## src/hdl/cheb_pkg.sv

```systemverilog
// Package with shared constants, types and the pipeline stage record of the Chebyshev evaluator.
`timescale 1ns / 1ps
`default_nettype none
package cheb_pkg;

   localparam int MAX_ORDER  = 7;
   localparam int NUM_COEF   = 8;
   localparam int NUM_CELLS  = MAX_ORDER + 1;
   localparam int COEF_IDX_W = $clog2(NUM_COEF);
   localparam int CSR_IDX_W  = 8;

   localparam int COEF_W     = 24;
   localparam int X_W        = 16;
   localparam int T_W        = 16;
   localparam int W1_W       = 30;
   localparam int W2_W       = 34;
   localparam int ACC_W      = 56;
   localparam int OUT_W      = 48;
   localparam int FRAC_SHIFT = 14;
   localparam int ONE_Q14    = 16384;
   localparam int ROUND_BIAS = 8192;

   typedef logic signed [COEF_W-1:0] coef_type;
   typedef logic signed [X_W-1:0]    x_type;
   typedef logic signed [T_W-1:0]    t_type;
   typedef logic signed [W1_W-1:0]   w1_type;
   typedef logic signed [W2_W-1:0]   w2_type;
   typedef logic signed [ACC_W-1:0]  acc_type;
   typedef logic signed [OUT_W-1:0]  out_type;

   // One item as it moves down the row of cells.
   typedef struct packed {
      logic    valid;
      logic    err;
      x_type   x;
      t_type   t1;   // newest polynomial value
      t_type   t2;   // the one before it, which the cell accumulates
      acc_type val;
      acc_type d1;
      acc_type d2;
   } stage_type;

endpackage
`default_nettype wire

```

## src/hdl/cheb_weights.sv

```systemverilog
// Registered derivative weights formed from the coefficient registers.
`timescale 1ns / 1ps
`default_nettype none
module cheb_weights (
   input  wire logic             clock,
   input  wire logic             reset,
   input  wire cheb_pkg::coef_type coef [cheb_pkg::NUM_COEF],
   output cheb_pkg::w1_type      w1   [cheb_pkg::NUM_CELLS],
   output cheb_pkg::w2_type      w2   [cheb_pkg::NUM_CELLS]
);

   cheb_pkg::w1_type w1_in [cheb_pkg::NUM_CELLS];
   cheb_pkg::w2_type w2_in [cheb_pkg::NUM_CELLS];
   cheb_pkg::w1_type w1_ff [cheb_pkg::NUM_CELLS];
   cheb_pkg::w2_type w2_ff [cheb_pkg::NUM_CELLS];

   // Index zero carries the constant terms, which meet T0 in the first cell.
   // All factors are constants, so each sum is a few shifted adds.
   always_comb begin
      for (int n = 0; n < cheb_pkg::NUM_CELLS; n++) begin
         w1_in[n] = '0;
         w2_in[n] = '0;
         for (int k = 1; k <= cheb_pkg::MAX_ORDER; k++) begin
            if (n == 0) begin
               if ((k % 2) == 1) begin
                  w1_in[n] = w1_in[n] + cheb_pkg::W1_W'(k) * cheb_pkg::W1_W'(coef[k]);
               end else begin
                  w2_in[n] = w2_in[n]
                           + cheb_pkg::W2_W'((k * k * k) / 2) * cheb_pkg::W2_W'(coef[k]);
               end
            end else begin
               if ((k > n) && (((k - n) % 2) == 1)) begin
                  w1_in[n] = w1_in[n]
                           + cheb_pkg::W1_W'(2 * k) * cheb_pkg::W1_W'(coef[k]);
               end
               if ((k > n + 1) && (((k - n) % 2) == 0)) begin
                  w2_in[n] = w2_in[n]
                           + cheb_pkg::W2_W'(k * (k * k - n * n)) * cheb_pkg::W2_W'(coef[k]);
               end
            end
         end
      end
   end

   always_ff @(posedge clock) begin
      for (int n = 0; n < cheb_pkg::NUM_CELLS; n++) begin
         if (reset) begin
            w1_ff[n] <= '0;
            w2_ff[n] <= '0;
         end else begin
            w1_ff[n] <= w1_in[n];
            w2_ff[n] <= w2_in[n];
         end
      end
   end

   assign w1 = w1_ff;
   assign w2 = w2_ff;

endmodule
`default_nettype wire

```

## config.mk

```make
export PLATFORM = sky130hd
export DESIGN_NAME = cheb_weights
export DESIGN_NICKNAME = d
export VERILOG_FILES = /design/src/hdl/cheb_pkg.sv /design/src/hdl/cheb_weights.sv
export SDC_FILE = /design/constraint.sdc
export NUM_CORES = 2
export LEC_CHECK = 0
export ABC_CLOCK_PERIOD_IN_PS = 7700
export BUFFER_PORTS_ARGS = -buffer_cell sky130_fd_sc_hd__buf_2
export CAP_MARGIN = 25
export CELL_PAD_IN_SITES_DETAIL_PLACEMENT = 1
export CELL_PAD_IN_SITES_GLOBAL_PLACEMENT = 1
export CORE_ASPECT_RATIO = 1.25
export CORE_MARGIN = 5
export CORE_UTILIZATION = 40
export DETAILED_ROUTE_END_ITERATION = 6
export PLACE_DENSITY = 0.75
export SETUP_SLACK_MARGIN = 0.02
export SYNTH_ARGS = -nofsm -noshare
export SYNTH_HDL_FRONTEND = slang
export SYNTH_SLANG_ARGS = --single-unit
```

## constraint.sdc

```tcl
create_clock -name clock -period 7.7 [get_ports clock]
set_input_delay 0.385 -clock clock [delete_from_list [all_inputs] [get_ports clock]]
set_output_delay 0.385 -clock clock [all_outputs]
set_load 0.1 [all_outputs]
```

==> flow_summary.yaml <==
global_route:
  met2_usage_pct: 42.69
  gr-total-overflow: 0
  antenna_found_initial: 21
  use_met1_pct: 31.29
  top_usage_layer: "met2"
  use_met3_pct: 3.334
  grt_use_total_pct: 24.75
  grt_max_degree: 108
  grt_pass1_vias: 43550
  grt_pass1_wl_um: 249700
place:
  post-place-cells: 7750
  io_buffers: 556
  routabilityCongestion: 0.9115
  place_ws_ns: 0.2203
  place_hpwl_um: 137900
cts:
  clk_pin_slew_ns: 0.06
  ctsResizeCount: 0
  numCtsBuffers: 47
  cts_buffer_depth: 3
  cts_tree: "done"
  cts.sinks: 375
  cts_hold_buf: 0
  cts_setup_buffers: 0
  root_buffer: "clkbuf_16"
  h-tree-depth: 2
synthesis:
  synth-seq-cells: 375
  synth_area_leaders: "ha_1 (20%), fa_1 (19%), dfxtp_1 (15%)"
  yosysTopAreaCell: "ha_1"
  synthArstFlopShare_pct: 0
  synth_area_um2: 48540
  postSynthCellCount: 5617
  yosys.area.top_type_share_pct: 20.41
  ys_seq_area_share_pct: 15.46
  synth_edf_count: 0
  yosys_warnings: 0
  avgSynthCellArea_um2: 8.642
  synth_cell_types: 80
  synthFlopType: "dfxtp_1"
routing:
  routed-via-count: 40680
  dr.pass1.iters: 5
  drt_drc_violations_left: 0
  detail_route.wl_per_cell_um: 20.63
  ant_nets: 0
  drt-initial-drc-count: 1886
  via_per_inst: 5.185
  wl_um: 161800
floorplan:
  rows: 143
  core_um2: 121100
  fp.dieH_um: 399.5
  die_w_um: 321.6
  start_util_pct: 40.08
  dieArea_um2: 128500
  pin_count: 706
finish:
  fillCellCount: 14640
  nets: 7656
  synthToLayoutAreaGrowth_pct: 12.53
  layout-drive-gt1-share_pct: 11.65
  finalNonFillerCells: 7846
timing:
  min_period_ns: 6.901
  fmax_ghz: 0.1449
  setup_violations: 0
  relSlewSlack_pct: 37.34
  hold_viol_final: 0
  rsz0062_at_grt: "false"
  slew_violations: 0
  fin_crit_sh_pct: 89.63
  tns_ns: 0
  final.setup.worst_slack_ns: 0.7986
  worstMarginPinSlew_ns: 0.9332
worst_setup_path:
  crit_start: "coef[4]"
  cpMaxStageDelayCell: "fa_1"
  critPathCaptureType: "register"
  crit_buf_inv: 3
  arrival_ns: 7.41
  cpLargestDelayFamily: "compound AO/OA/AOI/OAI gates"
  crit_type: "primary input to register"
  cp_common_cell: "ha_1"
  critPathRequiredTime_ns: 8.21
  cp_slowest_stage_delay_ns: 0.47
  crit_fanout: 6
  start_kind: "primary input"
job:
  drv_cap: 0
worst_hold_path:
  min-delay-start: "reset"
  hp-class: "primary input to register"
outcome:
  status: "finished, final reports clean"
[kinds of logic after synthesis]
| kind of cell | after synthesis | share of synthesized area [%] |
|---|---|---|
| AOI/OAI and AO/OA | 1121 | 14.84 |
| xor gates and xnor gates | 417 | 7.552 |
| adders and majority gates | 1258 | 39.63 |
| buffers and inverters | 1235 | 10.61 |
| DFF | 375 | 15.46 |
| muxes | 11 | 0.2397 |
| other | 1 | 0.007725 |
| and+or+nand+nor | 1199 | 11.66 |
[synthesized netlist by cell type (56+ instances only)]
cell,count
nor2b_1,94
nor2_1,498
o21a_1,66
buf_4,137
xnor2_1,243
a21oi_1,349
ha_1,792
fa_1,466
o21ai_0,182
inv_1,1045
nor3_1,100
nand2_1,175
dfxtp_1,375
xor2_1,173
nand2b_1,56
a21o_1,164
nand3_1,65
o21bai_1,68
[final cells by class]
type,count,area (um^2),area share (%)
well taps,1595,1996,3.653
flip-flops and latches,375,7507,13.74
repair buffers,600,3136,5.740
diodes,11,27.53,0.05039
clock inverters,27,364.1,0.6665
multi-input cells,4131,36350,66.54
clock buffers,58,1309,2.396
inverters,1049,3938,7.208
[cells in the final DEF (no fill, tap or decap), types with 13 or more instances in the layout]
| cell | n |
|---|---|
| a211o_1 | 14 |
| a211oi_1 | 34 |
| a21o_1 | 164 |
| a21oi_1 | 349 |
| a31oi_1 | 28 |
| and2_1 | 50 |
| and3_1 | 44 |
| buf_2 | 555 |
| buf_4 | 43 |
| clkbuf_16 | 48 |
| conb_1 | 125 |
| dfxtp_1 | 375 |
| fa_1 | 466 |
| ha_1 | 792 |
| inv_1 | 1044 |
| nand2_1 | 175 |
| nand2b_1 | 56 |
| nand3_1 | 65 |
| nand4_1 | 22 |
| nor2_1 | 498 |
| nor2b_1 | 94 |
| nor3_1 | 100 |
| nor4_1 | 13 |
| o211ai_1 | 13 |
| o21a_1 | 66 |
| o21ai_0 | 182 |
| o21ai_1 | 36 |
| o21bai_1 | 68 |
| o31ai_1 | 27 |
| or2_2 | 20 |
| or3_1 | 30 |
| xnor2_1 | 243 |
| xor2_1 | 173 |
[flip-flops by register name (all words and copies together) (netlist names)]
| name | flops |
|---|---|
| w1 | 198 |
| w2 | 177 |
[final timing paths]
| check | endpoint | slack (ns) | depth (start not counted) |
|---|---|---|---|
| setup / recovery | w2[237] | 0.80 | 30 |
| hold / removal | w1[206] | 0.08 | 2 |
[stage by stage]
stage          hold slack (ns)  instance area [um^2]  util (%)
4_1_cts                0.02668                 54600     45.08
2_1_floorplan           0.5132                 49010         -
5_1_grt                0.05470                 54620     45.09
3_3_place_gp            0.7371                 52930     43.70
3_5_place_dp            0.7455                 52930     43.70
6_report               0.07516                 54630     45.10
[layer usage]
metal | part of all wire [%] | routed length [um] | vias to the layer above
li1 | - | - | 19470
met3 | 4.6 | 7500 | 246
met1 | 43 | 69570 | 20030
met2 | 48 | 77230 | 932
met4 | 4.6 | 7485 | 6
met5 | 0.029 | 47 | -
Power is not shown: default switching activity piles up to over one toggle a cycle in this logic, so the estimate is an artifact.
