**config.mk**
```make
export PLATFORM = sky130hd
export DESIGN_NAME = cheb_out
export DESIGN_NICKNAME = d
export VERILOG_FILES = /design/src/hdl/cheb_pkg.sv /design/src/hdl/cheb_out.sv
export SDC_FILE = /design/constraint.sdc
export NUM_CORES = 1
export LEC_CHECK = 0
export BUFFER_PORTS_ARGS = -buffer_cell sky130_fd_sc_hd__buf_2
export CAP_MARGIN = 20
export CORE_MARGIN = 1
export CORE_UTILIZATION = 34
export CTS_CLUSTER_DIAMETER = 150
export DETAILED_ROUTE_END_ITERATION = 16
export GPL_TIMING_DRIVEN = 0
export HOLD_SLACK_MARGIN = 0.05
export PLACE_DENSITY_LB_ADDON = 0.1
export SETUP_SLACK_MARGIN = 0.5
export SYNTH_ARGS = -nofsm -noshare
export SYNTH_HDL_FRONTEND = slang
export SYNTH_SLANG_ARGS = --single-unit
```
**constraint.sdc**
```tcl
create_clock -name clock -period 8.5 [get_ports clock]
set_clock_uncertainty 0.15 [all_clocks]
set_input_delay 0.425 -clock clock [delete_from_list [all_inputs] [get_ports clock]]
set_output_delay 0.425 -clock clock [all_outputs]
set_load 0.005 [all_outputs]
```
**src/hdl/cheb_pkg.sv**
```systemverilog
// Package with shared constants, types and the pipeline stage record of the Chebyshev evaluator.
`timescale 1ns / 1ps
`default_nettype none
package cheb_pkg;

   localparam int MAX_ORDER  = 7;
   localparam int NUM_COEF   = 8;
   localparam int NUM_CELLS  = MAX_ORDER + 1;
   localparam int COEF_IDX_W = $clog2(NUM_COEF);
   localparam int CSR_IDX_W  = 8;

   localparam int COEF_W     = 24;
   localparam int X_W        = 16;
   localparam int T_W        = 16;
   localparam int W1_W       = 30;
   localparam int W2_W       = 34;
   localparam int ACC_W      = 56;
   localparam int OUT_W      = 48;
   localparam int FRAC_SHIFT = 14;
   localparam int ONE_Q14    = 16384;
   localparam int ROUND_BIAS = 8192;

   typedef logic signed [COEF_W-1:0] coef_type;
   typedef logic signed [X_W-1:0]    x_type;
   typedef logic signed [T_W-1:0]    t_type;
   typedef logic signed [W1_W-1:0]   w1_type;
   typedef logic signed [W2_W-1:0]   w2_type;
   typedef logic signed [ACC_W-1:0]  acc_type;
   typedef logic signed [OUT_W-1:0]  out_type;

   // One item as it moves down the row of cells.
   typedef struct packed {
      logic    valid;
      logic    err;
      x_type   x;
      t_type   t1;   // newest polynomial value
      t_type   t2;   // the one before it, which the cell accumulates
      acc_type val;
      acc_type d1;
      acc_type d2;
   } stage_type;

endpackage
`default_nettype wire

```
**src/hdl/cheb_out.sv**
```systemverilog
// Output register: rounding, saturation and error zeroing of the three sums.
`timescale 1ns / 1ps
`default_nettype none
module cheb_out (
   input  wire logic                 clock,
   input  wire logic                 reset,
   input  wire cheb_pkg::stage_type  stage_in,
   output logic                  ready,
   output logic                  rsp_tvalid,
   input  wire logic             rsp_tready,
   output logic [3*cheb_pkg::OUT_W-1:0] rsp_tdata,
   output logic                  rsp_tuser
);

   localparam int HEAD_W = cheb_pkg::ACC_W - cheb_pkg::OUT_W + 1;

   cheb_pkg::acc_type r_val, r_d1, r_d2;
   cheb_pkg::out_type s_val, s_d1, s_d2;
   logic                                 valid_ff;
   logic [3*cheb_pkg::OUT_W-1:0]         data_ff, data_in;
   logic                                 err_ff;

   function automatic cheb_pkg::acc_type round_q(input cheb_pkg::acc_type a);
      cheb_pkg::acc_type biased;
      biased  = a + cheb_pkg::ACC_W'(cheb_pkg::ROUND_BIAS);
      round_q = biased >>> cheb_pkg::FRAC_SHIFT;
   endfunction

   function automatic cheb_pkg::out_type sat_q(input cheb_pkg::acc_type a);
      logic [HEAD_W-1:0] head;
      head = a[cheb_pkg::ACC_W-1 -: HEAD_W];
      priority if ((head == '0) || (head == '1)) begin
         sat_q = cheb_pkg::out_type'(a[cheb_pkg::OUT_W-1:0]);
      end else if (a[cheb_pkg::ACC_W-1]) begin
         sat_q = {1'b1, {(cheb_pkg::OUT_W-1){1'b0}}};
      end else begin
         sat_q = {1'b0, {(cheb_pkg::OUT_W-1){1'b1}}};
      end
   endfunction

   always_comb begin
      r_val = round_q(stage_in.val);
      r_d1  = round_q(stage_in.d1);
      r_d2  = round_q(stage_in.d2);
      s_val = sat_q(r_val);
      s_d1  = sat_q(r_d1);
      s_d2  = sat_q(r_d2);
      if (stage_in.err) begin
         data_in = '0;
      end else begin
         data_in = {s_d2, s_d1, s_val};
      end
   end

   assign ready = !valid_ff || rsp_tready;

   always_ff @(posedge clock) begin
      if (reset) begin
         valid_ff <= 1'b0;
      end else if (ready) begin
         valid_ff <= stage_in.valid;
         data_ff  <= data_in;
         err_ff   <= stage_in.err;
      end
   end

   assign rsp_tvalid = valid_ff;
   assign rsp_tdata  = data_ff;
   assign rsp_tuser  = err_ff;

endmodule
`default_nettype wire

```
==> results summary <==
The transition time at the pin with the least slew margin is 1.004 ns. The top-level I/O count is 368. Net switching is 24.52% of the power. Following the worst setup path forward leads to its endpoint at rsp_tdata[75]. The critical path is of the in -> reg type. The worst-case IR drop observed on VDD is 0.1277 mV. The critical path required time came out at 8.48 ns.

The post-layout total power came out at 1.720 mW. The path class of the tightest hold or removal check is in -> reg. Setup repair after global routing left no endpoint under its margin. The final standard cell area without fillers is 9736 um2. Summed over all failing endpoints, the final setup total negative slack is 0 ns.

The congestion estimate from routability-driven global placement came to 0.8533. In this run, synthesis inferred 127 flip-flops with an integrated enable. The gate count of the mapped netlist is 722. The width of the die is 148.3 um.

For this run, the slowest stage of the critical path takes 0.70 ns. Dividing the detail-routed via count by the number of cells gives 4.926. From bottom edge to top edge, the die measures 148.3 um. The standard-cell row count came out at 53.

Measured against its own limit, the worst slew margin works out to 32.45%. The die area is 22010 um2. The clock insertion delay at the later pin of the skew report is 0.41 ns.

The proportion of netlist area held by the largest area contributor came out at 52.37%. The Yosys step of the flow raised 0 warnings. The ratio of cells with drive above 1 in the final layout came out at 33.69%.

Derived from the worst setup path, the maximum achievable clock frequency is 353.3 MHz. The number of sinks handled by clock tree synthesis came out at 128. The utilization after layout is 46.31%. The number of nets in the finished design is 1250.

The static leakage power came out at 3.797 nW. The library cell with the highest instance count after synthesis is sky130_fd_sc_hd__edfxtp_1. TritonCTS built the clock tree.

The final standard cell count with taps included and fillers excluded is 1318. The DRC violations left came out at 0. By count the netlist is led by sky130_fd_sc_hd__edfxtp_1, sky130_fd_sc_hd__nor2_1, sky130_fd_sc_hd__xnor2_1. The setup fix buffers added after clock tree synthesis came out at 0. The top fanout value on the critical path came out at 10. The final worst slack is 5.670 ns. The register bit total from synthesis is 128. The period utilization is 33.30%. In this run, post-CTS hold repair placed 2 buffers. The slack of the worst reg-to-reg path came out at 6.67 ns. The count of max-cap constraint violations came out at 0.

The area added between synthesis and finish came out at 33.69%. The count of final max-slew check failures is 0. The switching component of the power came out at 421.7 uW. Data on the critical path arrives at its endpoint at 2.81 ns. The sort of element at the start of the critical path is an input pin. The total count of hold-check failures in the final report is 0.

The first global-routing pass estimated 32640 um of wire. The H-tree was split into 4 levels. The placeable core area came out at 21020 um2. The count of buffers inserted at the top-level ports is 279. The startpoint identified for the worst register-to-register timing path is rsp_tvalid. By area the synthesized netlist is led by sky130_fd_sc_hd__edfxtp_1, sky130_fd_sc_hd__xnor2_1, sky130_fd_sc_hd__nor2_1, sky130_fd_sc_hd__xor2_1, sky130_fd_sc_hd__nand4_1. The overall via count from detail_route came out at 6492. The post-CTS clock slew at the launch and capture registers of the worst setup and hold paths came out at 0.06 ns.

The tree is rooted in a sky130_fd_sc_hd__clkbuf_16. Once placement finished, the instance area stood at 9110 um2. The sort of element at the end of the critical path is a flip-flop.

The half-perimeter wire length after placement came out at 16470 um. The worst hold slack after final layout came out at 0.07398 ns. The via count of the first global-routing pass came to 6058. Cell internal power was estimated by the tool at 1.298 mW. The first TritonRoute pass finished after 4 iterations. The sequential fraction of design power is 43.9%.

Once placement completed, the tool counted placed cells totaling 1280. The number of inserted filler cells in the final layout came out at 2045. The pre-CTS worst setup slack came out at 5.586 ns. The aggregate routed wire length came out at 21500 um. The worst reg2reg path depth is 4. The count of final setup violators is 0.

By instance count, the cell type seen most on the critical path is sky130_fd_sc_hd__clkbuf_1. In this run, post-CTS repair resized a total of 0 instances. The synthesized netlist occupies a cell area of 7282 um2.

The number of cells on the worst hold path came out at 3. The starting density of the core is 34.64%. Global routing used 19.63% of the available tracks across all layers. The routed wire length per instance came out at 16.31 um. The number of nets with antenna violations after detailed routing came out at 0. TritonCTS created 17 clock buffers. The net count after synthesis is 946. The share of flip-flops with an asynchronous set or reset is 0%. Of all cell types, the one taking the most synthesized area is sky130_fd_sc_hd__edfxtp_1. The slowest stage of the critical path belongs to the cell sky130_fd_sc_hd__clkbuf_1. The longest clock path from root to sink contains 2 buffers. Yosys mapped the design onto 40 distinct sky130hd cell types. The smallest clock period supported by the final layout is computed as 2.830 ns. The initial antenna violation count is 3. The run finished with clean final reports.

Traced cell by cell, the critical path runs through dlygate4sd3_1, buf_2, clkbuf_1, clkbuf_1, clkbuf_1, a21oi_1. The combinational cell fraction of total power is 12.7%. The overall overflow remaining after global route is 0.

The pin count of the biggest net entering global routing came out at 34. The total power divided by cell area is 176.6 nW/um2. The predominant post-synthesis flop cell is sky130_fd_sc_hd__edfxtp_1. The endpoint identified for the worst register-to-register timing path is rsp_tdata[37]. The share of the yosys chip area belonging to registers is 52.65%.

The most critical setup path has its startpoint at stage_in[216]. The relative contribution of the clock network to total power came out at 43.4%. The detailed router's first-iteration violation count is 286. A synthesized cell averages 10.09 um2.
-- cell families after synthesis --
logic type,synth area share (%)
fa+ha+maj,0.5155
compound gates,4.072
simple gates,26.98
mux,0.6185
flops,52.65
xor+xnor,10.58
buf+inv,4.588
-- sequential cells by signal, indices dropped and copies added, names as in the netlist --
signal      flops
rsp_tdata     126
rsp_tuser       1
rsp_tvalid      1
-- cell usage in the layout, fill, tap and decap left out, types with 17 or more instances in the layout --
master / n
sky130_fd_sc_hd__xor2_1: 38
sky130_fd_sc_hd__or3_1: 24
sky130_fd_sc_hd__buf_2: 279
sky130_fd_sc_hd__nor3_1: 23
sky130_fd_sc_hd__xnor2_1: 50
sky130_fd_sc_hd__edfxtp_1: 127
sky130_fd_sc_hd__nand2_1: 43
sky130_fd_sc_hd__nand3_1: 44
sky130_fd_sc_hd__o21ai_0: 25
sky130_fd_sc_hd__clkbuf_1: 25
sky130_fd_sc_hd__buf_4: 18
sky130_fd_sc_hd__nand4_1: 46
sky130_fd_sc_hd__nor2_1: 111
sky130_fd_sc_hd__clkbuf_16: 17
sky130_fd_sc_hd__a21oi_1: 26
sky130_fd_sc_hd__inv_1: 21
sky130_fd_sc_hd__nor4_1: 24
-- metal layers --
metal  track usage [%]  vias to the layer above  wire length, um
met4             6.237                        2              250
met3             5.920                       21             1736
li1                  -                     3243                -
met1             24.21                     3001             9155
met2             32.79                      225            10340
met5                 0                        -               10
-- worst min path at each step --
stage / startpoint / end / slack (ns)
after floorplan: reset / rsp_tvalid / 0.35
after global placement: reset / rsp_tvalid / 0.45
after detailed placement: stage_in[216] / rsp_tuser / 0.47
after CTS: stage_in[217] / rsp_tvalid / 0.06
after global routing: stage_in[217] / rsp_tvalid / 0.08
final: stage_in[217] / rsp_tvalid / 0.07
-- power groups by stage --
stage	Clock [mW]	Sequential (mW)	Combinational (mW)
6_report	0.747	0.755	0.218
5_1_grt	0.793	0.759	0.243
4_1_cts	0.765	0.756	0.221
3_5_place_dp	0	0.768	0.219
3_3_place_gp	0	0.779	0.212
2_1_floorplan	0	0.781	0.0819
-- cell type report --
class,count,area [um2],area share (%)
sequential,128,3834,39.38
buffer,46,255.2,2.622
antenna,4,10.01,0.1028
multi-input combinational,527,3122,32.07
clock buffer,17,425.4,4.370
clock inverter,15,170.2,1.748
timing repair buffer,285,1496,15.37
tap,275,344.1,3.534
inverter,21,78.83,0.8097
-- worst max-delay path, delay by kind of cell --
kind | cells | cell delay [ns]
buf+inv | 5 | 2.29
compound gates | 1 | 0.09
Note: power is estimated with default switching activity, not from simulation.
